[config.mk]
export PLATFORM = sky130hd
export DESIGN_NAME = seven_segment_test_pattern_mux_flat
export DESIGN_NICKNAME = d
export VERILOG_FILES = /design/src/hw/rtl/ssd_pkg.sv /design/src/hw/rtl/ssd_if.sv /design/src/hw/rtl/ssd_debounce.sv /design/src/hw/rtl/ssd_glyph.sv /design/src/hw/rtl/seven_segment_test_pattern_mux.sv /design/src/flat_wrapper.sv
export SDC_FILE = /design/constraint.sdc
export NUM_CORES = 1
export LEC_CHECK = 0
export ABC_AREA = 1
export BUFFER_PORTS_ARGS = -buffer_cell sky130_fd_sc_hd__buf_2
export CORE_ASPECT_RATIO = 0.75
export CORE_MARGIN = 1.5
export CORE_UTILIZATION = 60
export DETAILED_ROUTE_END_ITERATION = 12
export GPL_TIMING_DRIVEN = 0
export PLACE_DENSITY = 0.8
export SYNTH_ARGS = -nofsm -noshare
export SYNTH_HDL_FRONTEND = slang
export SYNTH_SLANG_ARGS = --single-unit
[constraint.sdc]
create_clock -name clk -period 4.8 [get_ports clk]
set_clock_uncertainty 0.05 [all_clocks]
set_input_delay 0.24 -clock clk [delete_from_list [all_inputs] [get_ports clk]]
set_output_delay 0.24 -clock clk [all_outputs]
set_load 0.05 [all_outputs]
[src/hw/rtl/ssd_pkg.sv]
`timescale 1ns / 1ps
// Shared types, constants and lookup functions for the seven-segment test
// pattern driver. No dependencies.
package ssd_pkg;

  localparam int BTN_COUNT = 4;
  localparam int WORD_W    = 16;
  localparam int CFG_W     = 10;
  localparam int CFG_IDX_W = 2;

  // Configuration register indexes
  localparam logic [CFG_IDX_W-1:0] CFG_DEBOUNCE = 2'd0;
  localparam logic [CFG_IDX_W-1:0] CFG_BEAT     = 2'd1;
  localparam logic [CFG_IDX_W-1:0] CFG_PARADE   = 2'd2;

  localparam logic [4:0] DEBOUNCE_RST = 5'd30;
  localparam logic [9:0] BEAT_RST     = 10'd500;
  localparam logic [9:0] PARADE_RST   = 10'd700;

  // Display modes
  localparam logic [1:0] MODE_COUNTER = 2'd0;
  localparam logic [1:0] MODE_PARADE  = 2'd1;
  localparam logic [1:0] MODE_ALL_ON  = 2'd2;
  localparam logic [1:0] MODE_SPARE   = 2'd3;

  // Speed selects
  localparam logic [1:0] SPEED_10MS  = 2'd0;
  localparam logic [1:0] SPEED_100MS = 2'd1;
  localparam logic [1:0] SPEED_1MS   = 2'd2;

  localparam logic [9:0] ELAPSED_MAX     = 10'd1023;
  localparam logic [4:0] BTN_ELAPSED_MAX = 5'd31;
  localparam logic [4:0] GLYPH_LAST      = 5'd16;
  localparam logic [4:0] GLYPH_EIGHT     = 5'd8;
  localparam logic [4:0] GLYPH_BLANK     = 5'd10;

  // Segment bit positions, active high
  localparam logic [15:0] SG_A  = 16'h0001 << 4;
  localparam logic [15:0] SG_B  = 16'h0001 << 12;
  localparam logic [15:0] SG_C  = 16'h0001 << 7;
  localparam logic [15:0] SG_D  = 16'h0001 << 3;
  localparam logic [15:0] SG_E  = 16'h0001 << 1;
  localparam logic [15:0] SG_F  = 16'h0001 << 6;
  localparam logic [15:0] SG_G  = 16'h0001 << 11;
  localparam logic [15:0] SG_DP = 16'h0001 << 5;

  // Digit selects, active low
  localparam logic [15:0] SEL_0 = 16'h0001 << 2;
  localparam logic [15:0] SEL_1 = 16'h0001 << 9;
  localparam logic [15:0] SEL_2 = 16'h0001 << 10;
  localparam logic [15:0] SEL_3 = 16'h0001 << 13;
  localparam logic [15:0] SEL_MASK = SEL_0 | SEL_1 | SEL_2 | SEL_3;

  typedef struct packed {
    logic mode;
    logic speed;
    logic blank;
    logic beat;
  } press_t;

  typedef struct packed {
    logic [1:0]  mode;
    logic [1:0]  pos;
    logic        blank_zeros;
    logic        beat_enable;
    logic        beat_phase;
    logic [15:0] count_bcd;
    logic [4:0]  parade_index;
  } disp_state_t;

  function automatic logic [15:0] glyph_seg(input logic [4:0] idx);
    logic [15:0] seg;
    unique case (idx)
      5'd0:    seg = SG_A | SG_B | SG_C | SG_D | SG_E | SG_F;
      5'd1:    seg = SG_B | SG_C;
      5'd2:    seg = SG_A | SG_B | SG_G | SG_E | SG_D;
      5'd3:    seg = SG_A | SG_B | SG_G | SG_C | SG_D;
      5'd4:    seg = SG_F | SG_G | SG_B | SG_C;
      5'd5:    seg = SG_A | SG_F | SG_G | SG_C | SG_D;
      5'd6:    seg = SG_A | SG_F | SG_G | SG_E | SG_D | SG_C;
      5'd7:    seg = SG_A | SG_B | SG_C;
      5'd8:    seg = SG_A | SG_B | SG_C | SG_D | SG_E | SG_F | SG_G;
      5'd9:    seg = SG_A | SG_B | SG_C | SG_D | SG_F | SG_G;
      5'd11:   seg = SG_A | SG_B | SG_C | SG_D | SG_E | SG_F;
      5'd12:   seg = SG_E | SG_G | SG_C;
      5'd13:   seg = SG_A | SG_F | SG_G | SG_E;
      5'd14:   seg = SG_A | SG_F | SG_G | SG_E | SG_D;
      5'd15:   seg = SG_E | SG_G;
      5'd16:   seg = SG_D;
      default: seg = '0;
    endcase
    return seg;
  endfunction

  // Packed BCD increment; a nibble of nine or above rolls to zero and carries.
  function automatic logic [15:0] bcd_inc(input logic [15:0] v);
    logic [15:0] r;
    logic        carry;
    r     = v;
    carry = 1'b1;
    for (int k = 0; k < 4; k++) begin
      if (carry) begin
        if (v[4*k +: 4] < 4'd9) begin
          r[4*k +: 4] = v[4*k +: 4] + 4'd1;
          carry       = 1'b0;
        end else begin
          r[4*k +: 4] = 4'd0;
        end
      end
    end
    return r;
  endfunction

endpackage

[src/hw/rtl/ssd_if.sv]
`timescale 1ns / 1ps
// Valid/ready channel interfaces for the input items and the display words.
// Depends on ssd_pkg.
interface ssd_in_if;
  import ssd_pkg::*;
  logic                 valid;
  logic                 ready;
  logic                 ms_tick;
  logic [BTN_COUNT-1:0] button_levels;

  modport source (output valid, output ms_tick, output button_levels, input ready);
  modport sink   (input valid, input ms_tick, input button_levels, output ready);
endinterface

interface ssd_out_if;
  import ssd_pkg::*;
  logic              valid;
  logic              ready;
  logic [WORD_W-1:0] display_word;

  modport source (output valid, output display_word, input ready);
  modport sink   (input valid, input display_word, output ready);
endinterface

[src/hw/rtl/ssd_debounce.sv]
`timescale 1ns / 1ps
// Four-button debouncer with saturating millisecond counters; flags accepted presses.
// Depends on ssd_pkg.
module ssd_debounce (
  input  logic                          clk,
  input  logic                          rst_n,
  input  logic                          en,
  input  logic                          ms_tick,
  input  logic [ssd_pkg::BTN_COUNT-1:0] levels,
  input  logic [4:0]                    settle_ms,
  output ssd_pkg::press_t               press
);
  import ssd_pkg::*;

  logic [BTN_COUNT-1:0] stable_r, stable_nxt;
  logic [4:0]           elapsed_r   [BTN_COUNT];
  logic [4:0]           elapsed_nxt [BTN_COUNT];
  logic [BTN_COUNT-1:0] pressed;

  always_comb begin
    logic [4:0] e;
    for (int i = 0; i < BTN_COUNT; i++) begin
      e = elapsed_r[i];
      if (ms_tick && e != BTN_ELAPSED_MAX) e = e + 5'd1;
      stable_nxt[i] = stable_r[i];
      pressed[i]    = 1'b0;
      if (levels[i] == stable_r[i]) begin
        e = '0;
      end else if (e >= settle_ms) begin
        stable_nxt[i] = levels[i];
        e             = '0;
        pressed[i]    = ~levels[i];
      end
      elapsed_nxt[i] = e;
    end
  end

  assign press.mode  = en & pressed[0];
  assign press.speed = en & pressed[1];
  assign press.blank = en & pressed[2];
  assign press.beat  = en & pressed[3];

  always_ff @(posedge clk) begin
    if (!rst_n) begin
      stable_r <= '1;
      for (int i = 0; i < BTN_COUNT; i++) elapsed_r[i] <= '0;
    end else if (en) begin
      stable_r <= stable_nxt;
      for (int i = 0; i < BTN_COUNT; i++) elapsed_r[i] <= elapsed_nxt[i];
    end
  end

endmodule

[src/hw/rtl/ssd_glyph.sv]
`timescale 1ns / 1ps
// Display word former: glyph choice, leading-zero blanking, points and digit selects.
// Depends on ssd_pkg.
module ssd_glyph (
  input  ssd_pkg::disp_state_t         st,
  output logic [ssd_pkg::WORD_W-1:0]   word
);
  import ssd_pkg::*;

  logic [3:0]  nib;
  logic        lead_zero;
  logic [4:0]  idx;
  logic [15:0] sel;
  logic [15:0] seg;

  always_comb begin
    nib = st.count_bcd[4*(3 - st.pos) +: 4];
    unique case (st.pos)
      2'd0:    lead_zero = st.count_bcd[15:12] == 4'd0;
      2'd1:    lead_zero = st.count_bcd[15:8] == 8'd0;
      2'd2:    lead_zero = st.count_bcd[15:4] == 12'd0;
      default: lead_zero = 1'b0;
    endcase

    if (st.mode == MODE_ALL_ON) begin
      idx = GLYPH_EIGHT;
    end else if (st.mode == MODE_PARADE) begin
      idx = (st.parade_index <= GLYPH_LAST) ? st.parade_index : GLYPH_BLANK;
    end else if (st.blank_zeros && lead_zero) begin
      idx = GLYPH_BLANK;
    end else begin
      idx = {1'b0, nib};
    end

    unique case (st.pos)
      2'd0:    sel = SEL_0;
      2'd1:    sel = SEL_1;
      2'd2:    sel = SEL_2;
      default: sel = SEL_3;
    endcase

    seg = glyph_seg(idx);
    if (st.mode == MODE_ALL_ON) begin
      seg = seg | SG_DP;
    end else if (st.beat_phase && st.beat_enable && st.pos == 2'd0) begin
      seg = seg | SG_DP;
    end
    word = (seg | SEL_MASK) & ~sel;
  end

endmodule

[src/hw/rtl/seven_segment_test_pattern_mux.sv]
`timescale 1ns / 1ps
// Top level of the seven-segment test pattern driver.
// Depends on ssd_pkg, ssd_if, ssd_debounce and ssd_glyph.

// One item goes in per display refresh pass and one display word comes out
// for it. The block sustains one item per clock cycle while the output is not
// stalled; an accepted item sits in the input register, and when it advances
// the single-pass state update runs and its word is loaded into the result
// register. The word shows the digit at the current position, built from the
// state before the item's own timer, button and step updates take effect. The
// user must write the three timing registers through the cfg_ port only while no
// item is in flight; the block itself does not enforce this. They come out of
// reset as 30 ms debounce, 500 ms heartbeat half-period and 700 ms parade step.
// A stalled output holds its word and holds the item behind it in the input
// register.
module seven_segment_test_pattern_mux (
  input  logic                          clk,
  input  logic                          rst_n,
  ssd_in_if.sink                        in_ch,
  ssd_out_if.source                     out_ch,
  input  logic                          cfg_we,
  input  logic [ssd_pkg::CFG_IDX_W-1:0] cfg_index,
  input  logic [ssd_pkg::CFG_W-1:0]     cfg_data
);
  import ssd_pkg::*;

  // Configuration registers
  logic [4:0] settle_ms_r;
  logic [9:0] beat_half_ms_r;
  logic [9:0] parade_step_ms_r;

  // Input register stage
  logic                 s1_valid_r;
  logic                 s1_tick_r;
  logic [BTN_COUNT-1:0] s1_levels_r;
  logic                 s1_adv;

  // Result register stage
  logic              out_valid_r;
  logic [WORD_W-1:0] out_word_r;
  logic [WORD_W-1:0] word;

  // Block state
  logic [1:0]  pos_r, pos_nxt;
  logic [1:0]  mode_r, mode_nxt;
  logic [1:0]  speed_r, speed_nxt;
  logic        blank_r, blank_nxt;
  logic        beat_en_r, beat_en_nxt;
  logic        phase_r, phase_nxt;
  logic [15:0] count_r, count_nxt;
  logic [4:0]  parade_r, parade_nxt;
  logic [9:0]  step_el_r, step_el_nxt;
  logic [9:0]  beat_el_r, beat_el_nxt;

  press_t      press;
  disp_state_t disp;
  logic [9:0]  period;

  // Advance the input stage when the result register is free or being drained.
  assign s1_adv       = s1_valid_r && (!out_valid_r || out_ch.ready);
  assign in_ch.ready  = !s1_valid_r || s1_adv;
  assign out_ch.valid = out_valid_r;
  assign out_ch.display_word = out_word_r;

  always_ff @(posedge clk) begin
    if (!rst_n) begin
      settle_ms_r      <= DEBOUNCE_RST;
      beat_half_ms_r   <= BEAT_RST;
      parade_step_ms_r <= PARADE_RST;
    end else if (cfg_we) begin
      unique case (cfg_index)
        CFG_DEBOUNCE: settle_ms_r      <= cfg_data[4:0];
        CFG_BEAT:     beat_half_ms_r   <= cfg_data;
        CFG_PARADE:   parade_step_ms_r <= cfg_data;
        default:      ;
      endcase
    end
  end

  // Capture the item; payload needs no reset.
  always_ff @(posedge clk) begin
    if (!rst_n) begin
      s1_valid_r <= 1'b0;
    end else if (in_ch.valid && in_ch.ready) begin
      s1_valid_r <= 1'b1;
    end else if (s1_adv) begin
      s1_valid_r <= 1'b0;
    end
  end

  always_ff @(posedge clk) begin
    if (in_ch.valid && in_ch.ready) begin
      s1_tick_r   <= in_ch.ms_tick;
      s1_levels_r <= in_ch.button_levels;
    end
  end

  ssd_debounce u_debounce (
    .clk       (clk),
    .rst_n     (rst_n),
    .en        (s1_adv),
    .ms_tick   (s1_tick_r),
    .levels    (s1_levels_r),
    .settle_ms (settle_ms_r),
    .press     (press)
  );

  // The word is formed from the state as it stands before this item's update.
  always_comb begin
    disp.mode         = mode_r;
    disp.pos          = pos_r;
    disp.blank_zeros  = blank_r;
    disp.beat_enable  = beat_en_r;
    disp.beat_phase   = phase_r;
    disp.count_bcd    = count_r;
    disp.parade_index = parade_r;
  end

  ssd_glyph u_glyph (
    .st   (disp),
    .word (word)
  );

  always_comb begin
    pos_nxt = pos_r + 2'd1;

    // Advance both elapsed timers, saturating.
    step_el_nxt = step_el_r;
    beat_el_nxt = beat_el_r;
    if (s1_tick_r && step_el_r != ELAPSED_MAX) step_el_nxt = step_el_r + 10'd1;
    if (s1_tick_r && beat_el_r != ELAPSED_MAX) beat_el_nxt = beat_el_r + 10'd1;

    // Button actions; mode cycles through three values, the spare code lands on parade.
    mode_nxt   = mode_r;
    parade_nxt = parade_r;
    if (press.mode) begin
      unique case (mode_r)
        MODE_COUNTER: mode_nxt = MODE_PARADE;
        MODE_PARADE:  mode_nxt = MODE_ALL_ON;
        MODE_ALL_ON:  mode_nxt = MODE_COUNTER;
        default:      mode_nxt = MODE_PARADE;
      endcase
      parade_nxt = '0;
    end
    speed_nxt = speed_r;
    if (press.speed) begin
      unique case (speed_r)
        SPEED_10MS:  speed_nxt = SPEED_100MS;
        SPEED_100MS: speed_nxt = SPEED_1MS;
        SPEED_1MS:   speed_nxt = SPEED_10MS;
        default:     speed_nxt = SPEED_100MS;
      endcase
    end
    blank_nxt   = blank_r ^ press.blank;
    beat_en_nxt = beat_en_r ^ press.beat;

    // Heartbeat toggle
    phase_nxt = phase_r;
    if (beat_el_nxt >= beat_half_ms_r) begin
      beat_el_nxt = '0;
      phase_nxt   = ~phase_r;
    end

    // Counter or parade step, judged on the mode and speed after the buttons.
    unique case (speed_nxt)
      SPEED_100MS: period = 10'd100;
      SPEED_1MS:   period = 10'd1;
      default:     period = 10'd10;
    endcase
    count_nxt = count_r;
    if (mode_nxt == MODE_COUNTER && step_el_nxt >= period) begin
      step_el_nxt = '0;
      count_nxt   = bcd_inc(count_r);
    end else if (mode_nxt == MODE_PARADE && step_el_nxt >= parade_step_ms_r) begin
      step_el_nxt = '0;
      parade_nxt  = (parade_nxt < GLYPH_LAST) ? parade_nxt + 5'd1 : 5'd0;
    end
  end

  always_ff @(posedge clk) begin
    if (!rst_n) begin
      pos_r     <= '0;
      mode_r    <= MODE_COUNTER;
      speed_r   <= SPEED_10MS;
      blank_r   <= 1'b0;
      beat_en_r <= 1'b1;
      phase_r   <= 1'b0;
      count_r   <= '0;
      parade_r  <= '0;
      step_el_r <= '0;
      beat_el_r <= '0;
    end else if (s1_adv) begin
      pos_r     <= pos_nxt;
      mode_r    <= mode_nxt;
      speed_r   <= speed_nxt;
      blank_r   <= blank_nxt;
      beat_en_r <= beat_en_nxt;
      phase_r   <= phase_nxt;
      count_r   <= count_nxt;
      parade_r  <= parade_nxt;
      step_el_r <= step_el_nxt;
      beat_el_r <= beat_el_nxt;
    end
  end

  // Result register: load on advance, drop when taken.
  always_ff @(posedge clk) begin
    if (!rst_n) begin
      out_valid_r <= 1'b0;
    end else if (s1_adv) begin
      out_valid_r <= 1'b1;
    end else if (out_ch.ready) begin
      out_valid_r <= 1'b0;
    end
  end

  always_ff @(posedge clk) begin
    if (s1_adv) out_word_r <= word;
  end

endmodule

[src/flat_wrapper.sv]
// flat-port wrapper written by rule: the top's interface ports become plain ports
module seven_segment_test_pattern_mux_flat import ssd_pkg::*;
  (clk, rst_n, cfg_we, cfg_index, cfg_data, in_ch_valid, in_ch_ms_tick, in_ch_button_levels, in_ch_ready, out_ch_valid, out_ch_display_word, out_ch_ready);
  ssd_in_if in_ch_i ();
  ssd_out_if out_ch_i ();
  input  logic clk;
  input  logic rst_n;
  input  logic cfg_we;
  input  logic [ssd_pkg::CFG_IDX_W-1:0] cfg_index;
  input  logic [ssd_pkg::CFG_W-1:0] cfg_data;
  input wire logic [$bits(in_ch_i.valid)-1:0] in_ch_valid;
  input wire logic [$bits(in_ch_i.ms_tick)-1:0] in_ch_ms_tick;
  input wire logic [$bits(in_ch_i.button_levels)-1:0] in_ch_button_levels;
  output wire logic [$bits(in_ch_i.ready)-1:0] in_ch_ready;
  output wire logic [$bits(out_ch_i.valid)-1:0] out_ch_valid;
  output wire logic [$bits(out_ch_i.display_word)-1:0] out_ch_display_word;
  input wire logic [$bits(out_ch_i.ready)-1:0] out_ch_ready;
  assign in_ch_i.valid = in_ch_valid;
  assign in_ch_i.ms_tick = in_ch_ms_tick;
  assign in_ch_i.button_levels = in_ch_button_levels;
  assign in_ch_ready = in_ch_i.ready;
  assign out_ch_valid = out_ch_i.valid;
  assign out_ch_display_word = out_ch_i.display_word;
  assign out_ch_i.ready = out_ch_ready;
  seven_segment_test_pattern_mux u_core (.clk(clk), .rst_n(rst_n), .in_ch(in_ch_i), .out_ch(out_ch_i), .cfg_we(cfg_we), .cfg_index(cfg_index), .cfg_data(cfg_data));
endmodule
==> flow_summary.ini, run 1 <==
[global_route]
antenna_found_initial = 0
grt_start_max_net_pins = 30
track_usage_pct = 27.4
grt_pass1_vias = 6092
grt_pass1_wl_mm = 29.0
overflow = 0

[yosys]
yosys_warnings = 0
ys_types = 54
synthMuxAreaShare_pct = 0
synth_top_area_share_pct = 21.3
synth_most_common_cell = nand2_1
synthCells = 986
synth_edf_count = 37
synth_compound_area_share_pct = 13.1
yosysSeqAreaShare_pct = 35.9
synth_area_sq_um = 7610
synth_xor_xnor_area_share_pct = 4.03
synthTopCellsByCount = 184 x nand2_1, 174 x inv_1, 103 x nor2_1
synth_top_family_by_area = simple AND/OR/NAND/NOR gates
yosysTopAreaCell = dfxtp_1
synth-seq-cells = 118
ys.flop_type = dfxtp_1
async_flop_share_pct = 0
yosys.area_share.simple_pct = 22.9
synth.top_cells.by_area = dfxtp_1 21%, edfxtp_1 15%, ha_1 14%
syn_avg_cell_area_sq_um = 7.72
synth_fa_ha_area_share_pct = 14.0

[timing]
fin_crit_sh_pct = 99.6
tightestPinTransition_ps = 1090
relSlewSlack_pct = 26.7
rsz0062_at_grt = true
layout_setup_ws_ps = 21.0
holdWs_ps = 12.4
final_max_slew_viol_count = 0
finalHoldViolCount = 0
fmax_ghz = 0.209
finalSetupViolCount = 0
fin_crit_ps = 4780

[power]
total_leakage_power_nw = 4.20
power.total_mw = 2.71
irDropWorstVdd_uv = 258
p_per_area_nw_per_um2 = 305

[clock_network]
path_clk_slew_ps = 60
cts.path.max_buffers = 2
htreeDepth = 4
clockRootBuffer = clkbuf_16
cts_buffers = 17
clock_latency_ps = 420
tritoncts = built
cts_sinks = 118

[worst_setup_path]
cpPeakStageDelay_ps = 420
rr_startpoint = u_core.u_debounce.elapsed_r[1][1]
path_class = reg -> reg
required_ps = 5080
worstSetupStartpoint = u_core.u_debounce.elapsed_r[1][1]
r2r_slack_ps = 20
crit_top_cell = nand2_1
timing.rr.end = u_core.step_el_r[3]
worstPathArrival_ps = 5060
worstSetupStartpointType = register
worst-path-max-fanout = 7
ff2ff_path_depth = 33
crit_end = u_core.step_el_r[3]
slowest_stage = edfxtp_1
end_kind = register

[place]
pre_cts_ws_ps = -336
numPortBuffers = 35
gp_congestion = 0.939
dp_hpwl_mm = 12.5

[drt]
wl_mm = 18.1
drc = 0
firstDrtPassIters = 5
wl_per_cell_um = 14.6
vias = 6650
drtAntennaViolNets = 0
viasPerCell = 5.38
drtIter0Drc = 427

[finish]
antenna_cells = 0
finalNetCount = 1164
fill_cells = 931
area_delta_synth_final_pct = 16.8
layout-drive-gt1-share_pct = 14.4

[floorplan]
fp-row-count = 35
io_pins = 40
die_y_um = 101
die_w_um = 133
start_util_pct = 61.9
die_area_sq_um = 13400
core_area_sq_um = 12300

[job]
cap_viol_max_count = 0

[run_status]
status = finished, final reports clean

[hold_path]
hold_path.class = in -> reg
routing by layer:
| metal | vias up | global-route usage [%] | part of all wire [%] |
|---|---|---|---|
| met1 | 3063 | 37.6 | 48 |
| met2 | 216 | 43.8 | 45 |
| met3 | 25 | 5.73 | 6.4 |
| met4 | 0 | 8.28 | 1.2 |
| met5 | - | 0 | 0 |
| li1 | 3346 | - | - |
power by group:
part	internal, mW	switching [mW]	total, mW
Clock	0.822	0.458	1.28
Combinational	0.109	0.229	0.338
Sequential	1.07	0.0231	1.09
Total	2.00	0.709	2.71
flip-flops by register name (all words and copies together) (netlist names), 2 cells and up:
name and count:
u_core.beat_el_r 10, u_core.beat_half_ms_r 10, u_core.count_r 16, u_core.mode_r 2, u_core.out_ch.display_word 12, u_core.parade_r 5, u_core.parade_step_ms_r 10, u_core.pos_r 2
u_core.s1_levels_r 4, u_core.settle_ms_r 5, u_core.speed_r 2, u_core.step_el_r 10, u_core.u_debounce.elapsed_r 20, u_core.u_debounce.stable_r 4
final cells by class:
cell class              instances  area, sq um  share of cell area, %
well taps                     166          208                   2.34
clock buffers                  25          537                   6.04
repair buffers                 49          297                   3.34
multi-input cells             671         4270                   48.0
flip-flops and latches        118         2730                   30.7
inverters                     183          697                   7.84
clock inverters                 7         65.1                  0.732
plain buffers                  17         83.8                  0.943
logic make-up after synthesis:
logic type	after synthesis
xor gates and xnor gates	35
AOI/OAI and AO/OA	163
and+or+nand+nor	384
DFF	118
other	1
adders and majority gates	85
buffers and inverters	200
metrics by stage:
stage	util, %	std cells	TNS [ps]	cell area, sq um
finish	72.2	1236	0	8890
global route	72.2	1236	-5060	8890
CTS	70.5	1227	0	8680
detailed placement	65.1	1190	-6630	8010
global placement	65.1	1190	-2730	8010
floorplan	-	989	0	7620
worst min-delay path by stage:
stage,start,endpoint,cells after the start
detailed placement,in_ch_button_levels[3],u_core.s1_levels_r[3],1
floorplan,in_ch_button_levels[0],u_core.s1_levels_r[0],0
CTS,cfg_data[8],u_core.beat_half_ms_r[8],3
global placement,in_ch_button_levels[3],u_core.s1_levels_r[3],1
global route,cfg_data[8],u_core.beat_half_ms_r[8],3
finish,cfg_data[8],u_core.beat_half_ms_r[8],3
critical path, delay by kind of cell, from the launching register on:
kind | cells | cell delay [ps]
adder cells (fa/ha/maj) | 5 | 1060
flip-flops | 1 | 420
AND/OR/NAND/NOR | 17 | 1540
buffers and inverters | 5 | 570
XOR/XNOR | 1 | 250
AO/OA/AOI/OAI | 5 | 780
cell usage in the layout, fill, tap and decap left out, types with 4 or more instances in the layout:
cell type,synthesis,routed
nand2_1,184,181
nor3_1,13,13
inv_1,174,170
clkbuf_8,0,6
conb_1,1,4
ha_4,0,4
xor2_1,27,26
clkbuf_16,0,18
nor2_1,103,99
nand4_1,11,11
buf_4,4,12
xnor2_1,8,8
a21o_1,4,4
o22ai_2,6,7
clkbuf_1,9,9
dfxtp_1,81,81
dlygate4sd3_1,0,5
nor2_4,2,5
a21oi_1,56,56
edfxtp_1,37,37
o21ai_0,50,47
o32ai_1,5,5
o211ai_1,21,21
clkinv_2,0,4
buf_2,3,38
inv_2,9,10
nand3_1,33,33
ha_1,85,80
o21ai_1,5,5
nand2_2,12,14
what timing repair did:
item,in CTS,in global routing
endpoints found under the hold margin,5,0
setup buffers,0,9
pin swaps,0,24
setup endpoints to repair,26,26
hold buffers,5,0
resized for setup,6,33
No activity file was read; power rests on OpenSTA's default activity.
==> inputs of run 2 (changes only) <==
Settings changed: CORE_UTILIZATION 60 to 56, PLACE_DENSITY 0.8 to 0.79.
Clock period 4.8 ns to 4.3 ns, I/O delays scaled along.
==> flow_summary.ini, run 2 (synthesized netlist as in run 1, its figures left out) <==
[worst_setup_path]
worstSetupStartpoint = u_core.u_debounce.elapsed_r[1][0]
slowest_stage = edfxtp_1
crit_family = simple AND/OR/NAND/NOR gates
required_ps = 4610
cpPeakStageDelay_ps = 410
path_class = reg -> reg
ff2ff_path_depth = 35
worst-path-max-fanout = 7
worstSetupStartpointType = register
timing.rr.end = u_core.count_r[3]
worstPathArrival_ps = 4890
r2r_slack_ps = -280
path_buf_inv = 7
crit_top_cell = nand2_1
end_kind = register
rr_startpoint = u_core.u_debounce.elapsed_r[1][0]

[job]
cap_viol_max_count = 0

[global_route]
grt_pass1_vias = 6260
grt_pass1_wl_mm = 30.0
overflow = 0
grt_start_max_net_pins = 30
antenna_found_initial = 0
track_usage_pct = 26.8

[finish]
fill_cells = 1005
final_util_pct = 69.3
multiInputGateArea_sq_um = 4300
area_delta_synth_final_pct = 19.4
regMostFlops = u_core.u_debounce.elapsed_r
largest_reg_flops = 20
antenna_cells = 0
layout-drive-gt1-share_pct = 15.7
finalNetCount = 1179
ff_latch_area_sq_um = 2730
final_common_cell = nand2_1
layout_common_cells = 178 x nand2_1, 170 x inv_1, 98 x nor2_1, 81 x ha_1, 81 x dfxtp_1

[drt]
drtAntennaViolNets = 0
wl_per_cell_um = 14.7
firstDrtPassIters = 5
vias = 6739
drc = 0
viasPerCell = 5.37
wl_mm = 18.5
drtIter0Drc = 435

[clock_network]
cts_sinks = 118
htreeDepth = 4
clockRootBuffer = clkbuf_16
cts_buffers = 17
clock_latency_ps = 420
tritoncts = built
cts.path.max_buffers = 2
path_clk_slew_ps = 60

[timing]
fin_crit_sh_pct = 107
holdWs_ps = 14.4
relSlewSlack_pct = 26.9
finalSetupViolCount = 26
finalHoldViolCount = 0
layout_setup_ws_ps = -281
tightestPinTransition_ps = 1090
final_max_slew_viol_count = 0
rsz0062_at_grt = true
fmax_ghz = 0.218
fin_crit_ps = 4580

[hold_path]
hold-path-endpoint = u_core.settle_ms_r[4]
hold_path.class = in -> reg
whs_path_depth = 3
hold_path.startpoint = cfg_data[4]

[power]
p_per_area_nw_per_um2 = 345
power.total_mw = 3.14
irDropWorstVdd_uv = 274
total_leakage_power_nw = 4.28

[floorplan]
core_area_sq_um = 13100
die_area_sq_um = 14300
die_y_um = 104
io_pins = 40
start_util_pct = 58.1
die_w_um = 138
fp-row-count = 36

[place]
gp_congestion = 0.892
dp_hpwl_mm = 12.9
numPortBuffers = 35
pre_cts_ws_ps = -442

[run_status]
violations = negative setup slack
status = finished with violations
-- run 2: cell types whose count changed in the layout (fill, tap and decap cells not counted), moves of 3 or more --
cell           before  now
nand4_4             1    4
a21oi_2             1    6
buf_4              12   20
a21oi_1            56   51
clkbuf_8            6    1
nand2_1           181  178
dlygate4sd3_1       5   10
clkbuf_16          18   22
-- run 2: area by class of cell --
cell class,count,area share [%]
multi-input combinational,672,47.3
buffer,17,0.922
sequential,118,30.1
clock inverter,8,0.826
tap,171,2.35
clock buffer,24,6.25
inverter,183,7.61
timing repair buffer,63,4.69
-- run 2: worst max path at each step --
stage,end,cells past startpoint
global route,u_core.count_r[3],35
detailed placement,u_core.count_r[9],35
global placement,u_core.count_r[9],35
CTS,u_core.count_r[2],34
finish,u_core.count_r[3],35
floorplan,u_core.count_r[2],33
-- run 2: worst min-delay path: stages --
cell	delay (ps)
buf_2	120
nand2_1	60
o211ai_1	60
-- run 2: repair_timing --
| item | CTS | global route |
|---|---|---|
| pin swaps | 22 | 25 |
| gates cloned | 1 | 0 |
| hold endpoints to repair | 12 | 0 |
| setup endpoints to repair | 26 | 26 |
| hold buffers | 10 | 0 |
| buffers inserted | 13 | 5 |
| gates resized for setup | 26 | 17 |
-- run 2: routing by layer --
metal	track usage, %	up-vias	wire length, um
met2	41.5	221	8450
met5	0	-	0
met1	38.0	3120	8790
met4	6.47	0	163
met3	5.90	18	1080
li1	-	3380	-
-- run 2: report_power, final --
part	leakage [nW]	switching, mW	total (mW)	internal, mW
registers	1.02	0.0264	1.22	1.19
clock network	0.311	0.537	1.52	0.982
logic	2.95	0.262	0.397	0.136
total	4.28	0.825	3.14	2.31
-- run 2: metrics by stage --
| step | std cells | cell area, sq um | setup TNS [ps] |
|---|---|---|---|
| 2_1_floorplan | 989 | 7630 | 0 |
| 3_3_place_gp | 1195 | 8020 | -9690 |
| 3_5_place_dp | 1195 | 8020 | -9660 |
| 4_1_cts | 1251 | 8980 | -3770 |
| 5_1_grt | 1256 | 9090 | -13030 |
| 6_report | 1256 | 9090 | -5660 |
